## src/hdl/tcma_pkg.sv

```systemverilog
package tcma_pkg;

  // converter sample width, also the width of every average
  localparam int SAMPLE_W = 10;
  localparam int SAMPLE_MAX = (1 << SAMPLE_W) - 1;

  // per-item control shared by all lanes
  typedef struct packed {
    logic load;      // take the beat's sample, read the ring slot
    logic update;    // swap the slot, update the sum, seed the divider
    logic div_step;  // one quotient bit
  } lane_ctrl_t;

endpackage

```

## src/hdl/tcma_ram.sv

```systemverilog
module tcma_ram #(
  parameter int WIDTH = 10,
  parameter int DEPTH = 20
) (
  input  logic                                       clk,
  input  logic                                       we,
  input  logic [(DEPTH > 1 ? $clog2(DEPTH) : 1)-1:0] waddr,
  input  logic [WIDTH-1:0]                           wdata,
  input  logic                                       re,
  input  logic [(DEPTH > 1 ? $clog2(DEPTH) : 1)-1:0] raddr,
  output logic [WIDTH-1:0]                           rdata
);

  logic [WIDTH-1:0] mem [DEPTH];

  always_ff @(posedge clk) begin
    if (we) begin
      mem[waddr] <= wdata;
    end
    if (re) begin
      rdata <= mem[raddr];
    end
  end

endmodule

```

## src/hdl/tcma_lane.sv

```systemverilog
module tcma_lane #(
  parameter int WINDOW = 20
) (
  input  logic                                         clk,
  input  logic                                         rst,
  input  tcma_pkg::lane_ctrl_t                         ctrl,
  input  logic [tcma_pkg::SAMPLE_W-1:0]                sample,
  input  logic [(WINDOW > 1 ? $clog2(WINDOW) : 1)-1:0] pos,
  input  logic                                         filled,
  input  logic [$clog2(WINDOW+1)-1:0]                  count,
  output logic [tcma_pkg::SAMPLE_W-1:0]                average
);
  import tcma_pkg::*;

  localparam int SUM_W = $clog2(WINDOW * SAMPLE_MAX + 1);
  localparam int CNT_W = $clog2(WINDOW + 1);

  logic [SAMPLE_W-1:0] sample_q;
  logic [SAMPLE_W-1:0] old_sample;
  logic [SAMPLE_W-1:0] leaving;
  logic [SUM_W-1:0]    sum;
  logic [SUM_W-1:0]    sum_next;
  logic [SUM_W-1:0]    dvd;
  logic [CNT_W-1:0]    rem;
  logic [CNT_W:0]      trial;
  logic [CNT_W:0]      diff;
  logic                ge;

  tcma_ram #(.WIDTH(SAMPLE_W), .DEPTH(WINDOW)) u_ring (
    .clk   (clk),
    .we    (ctrl.update),
    .waddr (pos),
    .wdata (sample_q),
    .re    (ctrl.load),
    .raddr (pos),
    .rdata (old_sample)
  );

  // slot not yet written since reset counts as zero
  assign leaving  = filled ? old_sample : '0;
  assign sum_next = sum + SUM_W'(sample_q) - SUM_W'(leaving);

  // restoring divide, one bit per step
  assign trial = {rem, dvd[SUM_W-1]};
  assign ge    = trial >= {1'b0, count};
  assign diff  = trial - {1'b0, count};

  always_ff @(posedge clk) begin
    if (rst) begin
      sum <= '0;
    end else if (ctrl.update) begin
      sum <= sum_next;
    end
  end

  always_ff @(posedge clk) begin
    if (ctrl.load) begin
      sample_q <= sample;
    end
    if (ctrl.update) begin
      dvd <= sum_next;
      rem <= '0;
    end else if (ctrl.div_step) begin
      dvd <= {dvd[SUM_W-2:0], ge};
      rem <= ge ? diff[CNT_W-1:0] : trial[CNT_W-1:0];
    end
  end

  assign average = dvd[SAMPLE_W-1:0];

endmodule

```

## src/hdl/three_channel_moving_average.sv

```systemverilog
// steps: accept beat and ring read, sum update in S_READ, SUM_W divide steps in S_DIV
//   (15 at WINDOW = 20), merge in S_DONE, which waits while the output is held
// the lanes' bit-serial dividers take one item at a time: in_ready is high only in S_IDLE
// the next item is taken while a finished result still waits at the output register
// reset (rst, synchronous): sums, counters, offset and handshakes cleared; ring memories
//   are not swept, unwritten slots are masked by the samples-seen count
module three_channel_moving_average #(
  parameter int WINDOW = 20
) (
  input  logic                          clk,
  input  logic                          rst,
  input  logic                          in_valid,
  output logic                          in_ready,
  input  logic [tcma_pkg::SAMPLE_W-1:0] voltage_sample,
  input  logic [tcma_pkg::SAMPLE_W-1:0] current_sample,
  input  logic [tcma_pkg::SAMPLE_W-1:0] pressure_sample,
  output logic                          out_valid,
  input  logic                          out_ready,
  output logic [tcma_pkg::SAMPLE_W-1:0] voltage_average,
  output logic [tcma_pkg::SAMPLE_W-1:0] current_average,
  output logic [tcma_pkg::SAMPLE_W-1:0] pressure_average,
  input  logic                          cfg_valid,
  output logic                          cfg_ready,
  input  logic [tcma_pkg::SAMPLE_W-1:0] cfg_data
);
  import tcma_pkg::*;

  localparam int SUM_W  = $clog2(WINDOW * SAMPLE_MAX + 1);
  localparam int CNT_W  = $clog2(WINDOW + 1);
  localparam int POS_W  = WINDOW > 1 ? $clog2(WINDOW) : 1;
  localparam int STEP_W = $clog2(SUM_W);

  typedef enum logic [3:0] {
    S_IDLE = 4'b0001,
    S_READ = 4'b0010,
    S_DIV  = 4'b0100,
    S_DONE = 4'b1000
  } state_t;

  state_t              state;
  state_t              state_next;
  lane_ctrl_t          ctrl;
  logic [POS_W-1:0]    pos;
  logic [CNT_W-1:0]    seen;
  logic                filled;
  logic [STEP_W-1:0]   step;
  logic [SAMPLE_W-1:0] offset;
  logic [SAMPLE_W-1:0] v_avg;
  logic [SAMPLE_W-1:0] c_avg;
  logic [SAMPLE_W-1:0] p_avg;
  logic [SAMPLE_W-1:0] c_trim;
  logic                in_beat;
  logic                out_load;

  // input side is free whenever no item is in flight
  assign in_ready = (state == S_IDLE);
  assign in_beat  = in_valid && in_ready;
  // output register takes a result once its previous beat has gone
  assign out_load = (state == S_DONE) && (!out_valid || out_ready);

  // offset register, written at any time, used only in the merge cycle
  assign cfg_ready = 1'b1;

  always_ff @(posedge clk) begin
    if (rst) begin
      offset <= '0;
    end else if (cfg_valid && cfg_ready) begin
      offset <= cfg_data;
    end
  end

  // lane control
  always_comb begin
    ctrl.load     = in_beat;
    ctrl.update   = (state == S_READ);
    ctrl.div_step = (state == S_DIV);
  end

  always_comb begin
    state_next = state;
    unique case (state)
      S_IDLE: begin
        if (in_valid) begin
          state_next = S_READ;
        end
      end
      S_READ: begin
        state_next = S_DIV;
      end
      S_DIV: begin
        if (step == '0) begin
          state_next = S_DONE;
        end
      end
      S_DONE: begin
        if (!out_valid || out_ready) begin
          state_next = S_IDLE;
        end
      end
      default: begin
        state_next = S_IDLE;
      end
    endcase
  end

  always_ff @(posedge clk) begin
    if (rst) begin
      state  <= S_IDLE;
      pos    <= '0;
      seen   <= '0;
      filled <= 1'b0;
      step   <= '0;
    end else begin
      state <= state_next;
      if (in_beat) begin
        // slot at pos holds live data only once the ring has wrapped
        filled <= (seen == CNT_W'(WINDOW));
        if (seen != CNT_W'(WINDOW)) begin
          seen <= seen + 1'b1;
        end
      end
      if (state == S_READ) begin
        pos  <= (pos == POS_W'(WINDOW - 1)) ? '0 : pos + 1'b1;
        step <= STEP_W'(SUM_W - 1);
      end else if (state == S_DIV) begin
        step <= step - 1'b1;
      end
    end
  end

  // three lanes, one per channel, sharing position and count
  tcma_lane #(.WINDOW(WINDOW)) u_lane_v (
    .clk (clk), .rst (rst), .ctrl (ctrl), .sample (voltage_sample),
    .pos (pos), .filled (filled), .count (seen), .average (v_avg)
  );

  tcma_lane #(.WINDOW(WINDOW)) u_lane_c (
    .clk (clk), .rst (rst), .ctrl (ctrl), .sample (current_sample),
    .pos (pos), .filled (filled), .count (seen), .average (c_avg)
  );

  tcma_lane #(.WINDOW(WINDOW)) u_lane_p (
    .clk (clk), .rst (rst), .ctrl (ctrl), .sample (pressure_sample),
    .pos (pos), .filled (filled), .count (seen), .average (p_avg)
  );

  // merge: remove the zero-current offset, floor at zero
  assign c_trim = (c_avg > offset) ? (c_avg - offset) : '0;

  always_ff @(posedge clk) begin
    if (rst) begin
      out_valid <= 1'b0;
    end else if (out_load) begin
      out_valid <= 1'b1;
    end else if (out_ready) begin
      out_valid <= 1'b0;
    end
  end

  always_ff @(posedge clk) begin
    if (out_load) begin
      voltage_average  <= v_avg;
      current_average  <= c_trim;
      pressure_average <= p_avg;
    end
  end

  // the sample count never passes the window
  a_seen_range: assert property (@(posedge clk) disable iff (rst)
    seen <= CNT_W'(WINDOW))
    else $error("samples seen beyond window");

  // the write slot stays inside the ring
  a_pos_range: assert property (@(posedge clk) disable iff (rst)
    pos <= POS_W'(WINDOW - 1))
    else $error("write position outside ring");

  // an accepted beat starts the ring read
  a_accept_read: assert property (@(posedge clk) disable iff (rst)
    in_valid && in_ready |=> state == S_READ)
    else $error("accepted beat not followed by ring read");

  // a fresh result only comes from a finished divide
  a_out_source: assert property (@(posedge clk) disable iff (rst)
    $rose(out_valid) |-> $past(state == S_DONE))
    else $error("result raised without finished divide");

  // the count moves only on an accepted beat
  a_seen_move: assert property (@(posedge clk) disable iff (rst)
    !(in_valid && in_ready) |=> $stable(seen))
    else $error("sample count changed without a beat");

endmodule
```

## config.mk

```make
export PLATFORM = sky130hd
export DESIGN_NAME = three_channel_moving_average
export DESIGN_NICKNAME = d
export VERILOG_FILES = /design/src/hdl/tcma_pkg.sv /design/src/hdl/tcma_ram.sv /design/src/hdl/tcma_lane.sv /design/src/hdl/three_channel_moving_average.sv
export SDC_FILE = /design/constraint.sdc
export NUM_CORES = 1
export LEC_CHECK = 0
export ABC_AREA = 1
export BUFFER_PORTS_ARGS = -buffer_cell sky130_fd_sc_hd__buf_4
export CAP_MARGIN = 5
export CORE_MARGIN = 5
export CORE_UTILIZATION = 30
export DETAILED_ROUTE_END_ITERATION = 12
export PLACE_DENSITY = 0.56
export SLEW_MARGIN = 10
export SYNTH_ARGS = -nofsm -noshare
export SYNTH_HDL_FRONTEND = slang
export SYNTH_SLANG_ARGS = --single-unit
```

## constraint.sdc

```tcl
create_clock -name clk -period 5.2 [get_ports clk]
set_clock_uncertainty 0.1 [all_clocks]
set_input_delay 0.78 -clock clk [delete_from_list [all_inputs] [get_ports clk]]
set_output_delay 0.78 -clock clk [all_outputs]
set_load 0.02 [all_outputs]
```

# Yosys cells after proc, flatten, opt, wreduce, memory -nomap -nowiden
# Memories as Yosys holds them, arrays and structs flattened. A register that Yosys moved wholly into a read port is not among the register bits.
# Cells that the tools add are included.
# totals
register_bits	195
mem_bits_rw	600
input_bits	45
output_inout_bits	33
elab_cells	86
memories	3
# mem_list
name	depth	width	rd	rd_clocked_by_memory_dff	write_ports	line_no	text
u_lane_c.u_ring.mem	20	10	1	1	1	tcma_ram.sv:14	logic [WIDTH-1:0] mem [DEPTH];
u_lane_p.u_ring.mem	20	10	1	1	1	tcma_ram.sv:14	
u_lane_v.u_ring.mem	20	10	1	1	1	tcma_ram.sv:14	
# op_classes
n_addsub	13
n_lt_le_gt_ge	4
eq_ne	10
mux	23
n_reduce_logical	10
# ops
operator	count
$mux 15	6
$add 15x10->15	3
$sub 15x10->15	3
$mux 10	3
$mux 4	5
$mux 5	4
$ge 6x5->1	3
$pmux 4 s4	1
$sub 5x5->5	3
$add 5x1->5 const B	2
$eq 5x5->1 const B	2
$gt 10x10->1	1
$sub 10x10->10	1
$ne 5x5->1 const B	1
$eq 4x1->1 const B	1
$eq 4x2->1 const B	1
$eq 4x3->1 const B	1
$eq 4x4->1 const B	1
$logic_not 4->1	1
$mux 1	4
$ne 2x1->1 const B	2
$reduce_bool 2->1	2
$sub 4x1->4 const B	1
$reduce_and 3->1	1
other kinds (6)	7

# Logic depth before layout (Yosys ltp)
# depth
depth_word	4
depth_mapped	16
depth_no_buf	15

# Modules after synthesis
# Synthesis repeated with hierarchy kept, for this count alone.
# unflattened
cells_unflattened	3697
area_unflattened_um2	37870.1
# by_module_without_submodules
module	n_inst	cells_each	area_each_um2	seq_area_each_um2
tcma_ram	3	697	8471.9	6306.0
tcma_lane (u_lane_p ...)	2	428	3173.0	1151.1
tcma_lane (u_lane_c)	1	428	3258.1	1151.1
three_channel_moving_average	1	322	2850.2	1501.4

# Worst setup path after synthesis
# No wires, ideal clock.
# synth_path
path_type	input port to flip-flop
start	input out_ready
end	register current_average[0] (netlist bit) (enable)
arrival_time_ps	3707
t_required_ps	4607
path_slack_ps	900
path_stages	2
cell_sequence	nor2_1 -> nor4_1
# synth_between
elab_chain_cells	2
# synth_lines
item	line_no	text
start, declared	three_channel_moving_average.sv:18	input logic out_ready,
$logic_or 1x1->1	three_channel_moving_average.sv:59	assign out_load = (state == S_DONE) && (!out_valid || out_ready);
$logic_and 1x1->1	three_channel_moving_average.sv:59	
net out_load	three_channel_moving_average.sv:53	logic out_load;
end signal, assigned	three_channel_moving_average.sv:163	current_average <= c_trim;
end, declared	three_channel_moving_average.sv:20	output logic [tcma_pkg::SAMPLE_W-1:0] current_average,
# The timed path passes the listed nets, and every way through them passes these cells.
# A chain may end at the register's enable or synchronous reset.

# Final worst setup path
# layout_path
start	register pos[0]
end	memory u_lane_p.u_ring.mem[1][5] (enable)
# layout_rtl
item	line_no	text
start, declared	three_channel_moving_average.sv:43	logic [POS_W-1:0] pos;
start signal, assigned	three_channel_moving_average.sv:123	pos <= (pos == POS_W'(WINDOW - 1)) ? '0 : pos + 1'b1;
end, declared	tcma_ram.sv:14	
# Straight into the memory's write port.

==> metrics.md <==
| Metric | Value |
|---|---|
| Routed wirelength normalized by instance count | 18.32 microns |
| Post-cts resize count | 0 |
| Max-cap violations | 0 |
| Placed insts | 4,912 |
| Maximum ir drop on the vdd rail | 210.5 uV |
| Critical path arrival | roughly 3700 ps |
| Highest clock rate | about 290 MHz |
| Placed wire-length estimate after detailed placement | roughly 55,000 microns |
| Via count | approximately 24k |
| Die Ht | 356.7 microns |
| Startpoint of the most critical setup path | pos[0] |
| Number of remaining DRC errors | 0 |
| Critical Path Slowest Stage Cell | sky130_fd_sc_hd__dfxtp_4 |
| Crit path cell chain | buf_4, ha_1, nand2_1, nor2_4, buf_4 |
| Number of cells traversed by the worst register-to-register path | 5 |
| Cell area after synthesis | approximately 36,000 sq um |
| Standard cell core area | 119,700 sq um |
| Startpoint kind of the worst setup timing path | flip-flop |
| Maximum net fanout on the critical path | between 60 and 70 |
| Antenna diode count | 0 |
| P&R area growth vs syn | 15.42% |
| Gate count after technology mapping | approximately 3.3k |
| Clock root buffer | sky130_fd_sc_hd__clkbuf_16 |
| Leading cell type in the layout, fill and taps excluded | sky130_fd_sc_hd__edfxtp_1 |
| Number of placement rows | 127 |
| Fin crit period | between 3000 and 4000 ps |
| Highest-count cells in the layout ignoring fill and taps | 735 x sky130_fd_sc_hd__edfxtp_1, 626 x sky130_fd_sc_hd__nand2_1, 406 x sky130_fd_sc_hd__nor2_1 |
| Share of the clock period used by the worst path after layout | 0.6741 |
| Number of DRC violations after detailed-routing iteration 0 | 2,115 |
| Actual transition at the worst max-transition pin | 1142 ps |
| Post-synth EDFFs | 735 |
| Async set-or-reset flop fraction in the synthesized netlist | 0 |
| Proportion of synthesized chip area in sequential cells | 0.6620 |
| Clk sink count | ~830 |
| Layout net count | 3,550 |
| Worst-Skew Late Latency | roughly 670 ps |
| Total Power Consumption | around 16 mW |
| Post-CTS clock slew at the launch and capture registers of the worst setup and hold paths | around 60 ps |
| Setup violation total in the final timing report | 0 |
| Sum Neg Setup Slack | 0 ps |
| Hold bufs inserted after CTS | 0 |
| Total iterations of the first detailed-routing run | 6 |
| Setup repair after global routing missed its margin | no |
| Tot GR Track Use | 0.1431 |
| Synth warnings | 0 |
| Final global-route overflow total | 0 |
| Total detailed-routing wirelength | around 93,000 microns |
| Number of hold violations in the final report | 0 |
| Depth of the CTS H-tree | 3 |
| Die Span X | 356.7 microns |
| Vias in the first global route | 23.12k |
| Maximum root-to-sink buffer count | 3 |
| Distinct cell type count after synthesis | 42 |
| Port Buffers | between 70 and 80 |
| Pin count of the biggest net entering global routing | 130 |
| Number of top-level pins | 78 |
| Kind of critical path | reg -> reg |
| Starting density of the core | 0.3014 |
| Final std cells w/o fill | 5,078 |
| Min-delay worst type | in -> reg |
| Antenna violations before repair | 0 |
| Setup slack, reg-to-reg | 1690 ps |
| Number of synthesized register bits | 825 |
| Avg Vias per Cell | 4.741 |
| Wire length of the first global-routing pass | 141,000 microns |
| Min-Delay Startpoint | current_sample[0] |
| Number of max-slew violations in the final report | 0 |
| Result of the run | complete, no violations |
| Post-layout utilization of the core | 0.3478 |
| Worst endpoint required time | 5430 ps |
| Most instantiated flip-flop cell in the synthesis netlist | sky130_fd_sc_hd__edfxtp_1 |
| Cts bufs inserted | 91 |
| Worst hold path cell count | 1 |
| Die outline area | 127,200 sq um |
| P per Cell Area | 372.7 nW/um^2 |
| Placer's final routability congestion estimate | 0.8346 |
| Critical Path End Type | flip-flop |
| Start of the worst register-to-register path | pos[0] |
| Setup Buffers After CTS | 0 |
| Number of nets in the synthesized netlist | around 3.5k |
| Slew margin rel. | 0.2368 |
| Largest stage delay, worst path | 840 ps |
| Synthesized area per cell | between 10 and 15 sq um |
| Antenna violation net count after detailed routing | 0 |
| Leakage power | around 16 nW |
| Most repeated library cell on the critical path | sky130_fd_sc_hd__buf_4 |
| Layout cell share with drive strength beyond 1 | 0.09031 |
| CTS tree | done |
-- path summary, 6_finish.rpt --
kind                                    end
hold reg to reg             u_lane_c.rem[4]
hold / removal         u_lane_c.sample_q[0]
setup reg to reg  u_lane_p.u_ring.mem[1][5]
setup / recovery  u_lane_p.u_ring.mem[1][5]
-- critical path, delay by kind of cell (launching register included) --
| kind | cells | cell delay [ps] |
|---|---|---|
| buffers and inverters | 2 | 1060 |
| adder cells (fa/ha/maj) | 1 | 250 |
| AND/OR/NAND/NOR | 2 | 870 |
| flip-flops | 1 | 840 |
-- state kept, by name (all words and copies together) (netlist names), 10 cells and up --
| signal | flops |
|---|---|
| u_lane_c.dvd | 15 |
| u_lane_v.dvd | 15 |
| u_lane_v.sum | 15 |
| pressure_average | 10 |
| u_lane_c.u_ring.rdata | 10 |
| u_lane_c.u_ring.mem | 200 |
| u_lane_p.dvd | 15 |
| u_lane_p.sum | 15 |
| u_lane_c.sample_q | 10 |
| u_lane_v.u_ring.rdata | 10 |
| voltage_average | 10 |
| u_lane_c.sum | 15 |
| offset | 10 |
| u_lane_p.u_ring.rdata | 10 |
| current_average | 10 |
| u_lane_p.u_ring.mem | 200 |
| u_lane_p.sample_q | 10 |
| u_lane_v.sample_q | 10 |
| u_lane_v.u_ring.mem | 200 |
-- per-stage QoR --
step	area (sq um)	hold slack, ps	setup slack (ps)
floorplan	36060	326.1	900.4
global placement	38670	340.1	1742
detailed placement	38670	342.7	1699
CTS	41620	141.7	1706
global route	41620	148.2	1493
finish	41620	190.0	1695
-- logic make-up after synthesis --
family,share of synthesized area
DFF,0.6620
other,0.0001040
and+or+nand+nor,0.1422
AOI/OAI and AO/OA,0.08969
xor gates and xnor gates,0.005586
buffers and inverters,0.05451
adders and majority gates,0.04594
-- per-layer routing --
layer	wire length (microns)	vias up	GRT usage
met5	0	-	0
met3	5558	118	0.02270
li1	-	11560	-
met1	43120	11740	0.2025
met2	42400	666	0.2308
met4	1957	0	0.03571
-- where the power goes --
group          switching (mW)  internal, mW  total (mW)
Sequential              0.143          7.39        7.53
Combinational            1.10         0.552        1.65
Clock                    2.65          3.67        6.33
-- Yosys cell counts (2+ instances only) --
| library cell | count | area (sq um) |
|---|---|---|
| sky130_fd_sc_hd__nor2_2 | 4 | 25.02 |
| sky130_fd_sc_hd__edfxtp_1 | 735 | 22070 |
| sky130_fd_sc_hd__clkbuf_1 | 65 | 244.0 |
| sky130_fd_sc_hd__nand4_1 | 28 | 175.2 |
| sky130_fd_sc_hd__nor3_2 | 2 | 20.02 |
| sky130_fd_sc_hd__nand3_1 | 110 | 550.5 |
| sky130_fd_sc_hd__inv_1 | 340 | 1276 |
| sky130_fd_sc_hd__xnor2_1 | 4 | 35.03 |
| sky130_fd_sc_hd__nor2_1 | 425 | 1595 |
| sky130_fd_sc_hd__o21ai_1 | 107 | 535.5 |
| sky130_fd_sc_hd__or2_2 | 5 | 31.28 |
| sky130_fd_sc_hd__o21ai_0 | 272 | 1361 |
| sky130_fd_sc_hd__inv_2 | 4 | 15.01 |
| sky130_fd_sc_hd__a21oi_1 | 69 | 345.3 |
| sky130_fd_sc_hd__buf_4 | 10 | 75.07 |
| sky130_fd_sc_hd__dfxtp_1 | 90 | 1802 |
| sky130_fd_sc_hd__nand2_1 | 626 | 2350 |
| sky130_fd_sc_hd__buf_1 | 7 | 26.28 |
| sky130_fd_sc_hd__xor2_1 | 19 | 166.4 |
| sky130_fd_sc_hd__and2_1 | 4 | 25.02 |
| sky130_fd_sc_hd__nor3_1 | 7 | 35.03 |
| sky130_fd_sc_hd__a21o_1 | 3 | 22.52 |
| sky130_fd_sc_hd__o21bai_1 | 2 | 15.01 |
| sky130_fd_sc_hd__clkbuf_2 | 6 | 30.03 |
| sky130_fd_sc_hd__buf_2 | 59 | 295.3 |
| sky130_fd_sc_hd__o22ai_1 | 140 | 875.8 |
| sky130_fd_sc_hd__o211ai_1 | 5 | 37.54 |
| sky130_fd_sc_hd__nand3b_1 | 38 | 285.3 |
| sky130_fd_sc_hd__fa_1 | 34 | 680.7 |
| sky130_fd_sc_hd__ha_1 | 78 | 975.9 |
-- layout make-up --
| cell class | count | area (sq um) |
|---|---|---|
| clock buffers | 124 | 2492 |
| clock inverters | 42 | 454.2 |
| fillers | 11850 | 78030 |
| inverters | 345 | 1304 |
| multi-input cells | 1993 | 10410 |
| flip-flops and latches | 825 | 23880 |
| well taps | 1612 | 2017 |
| repair buffers | 137 | 1066 |
Power figures use the tool's default switching activity.
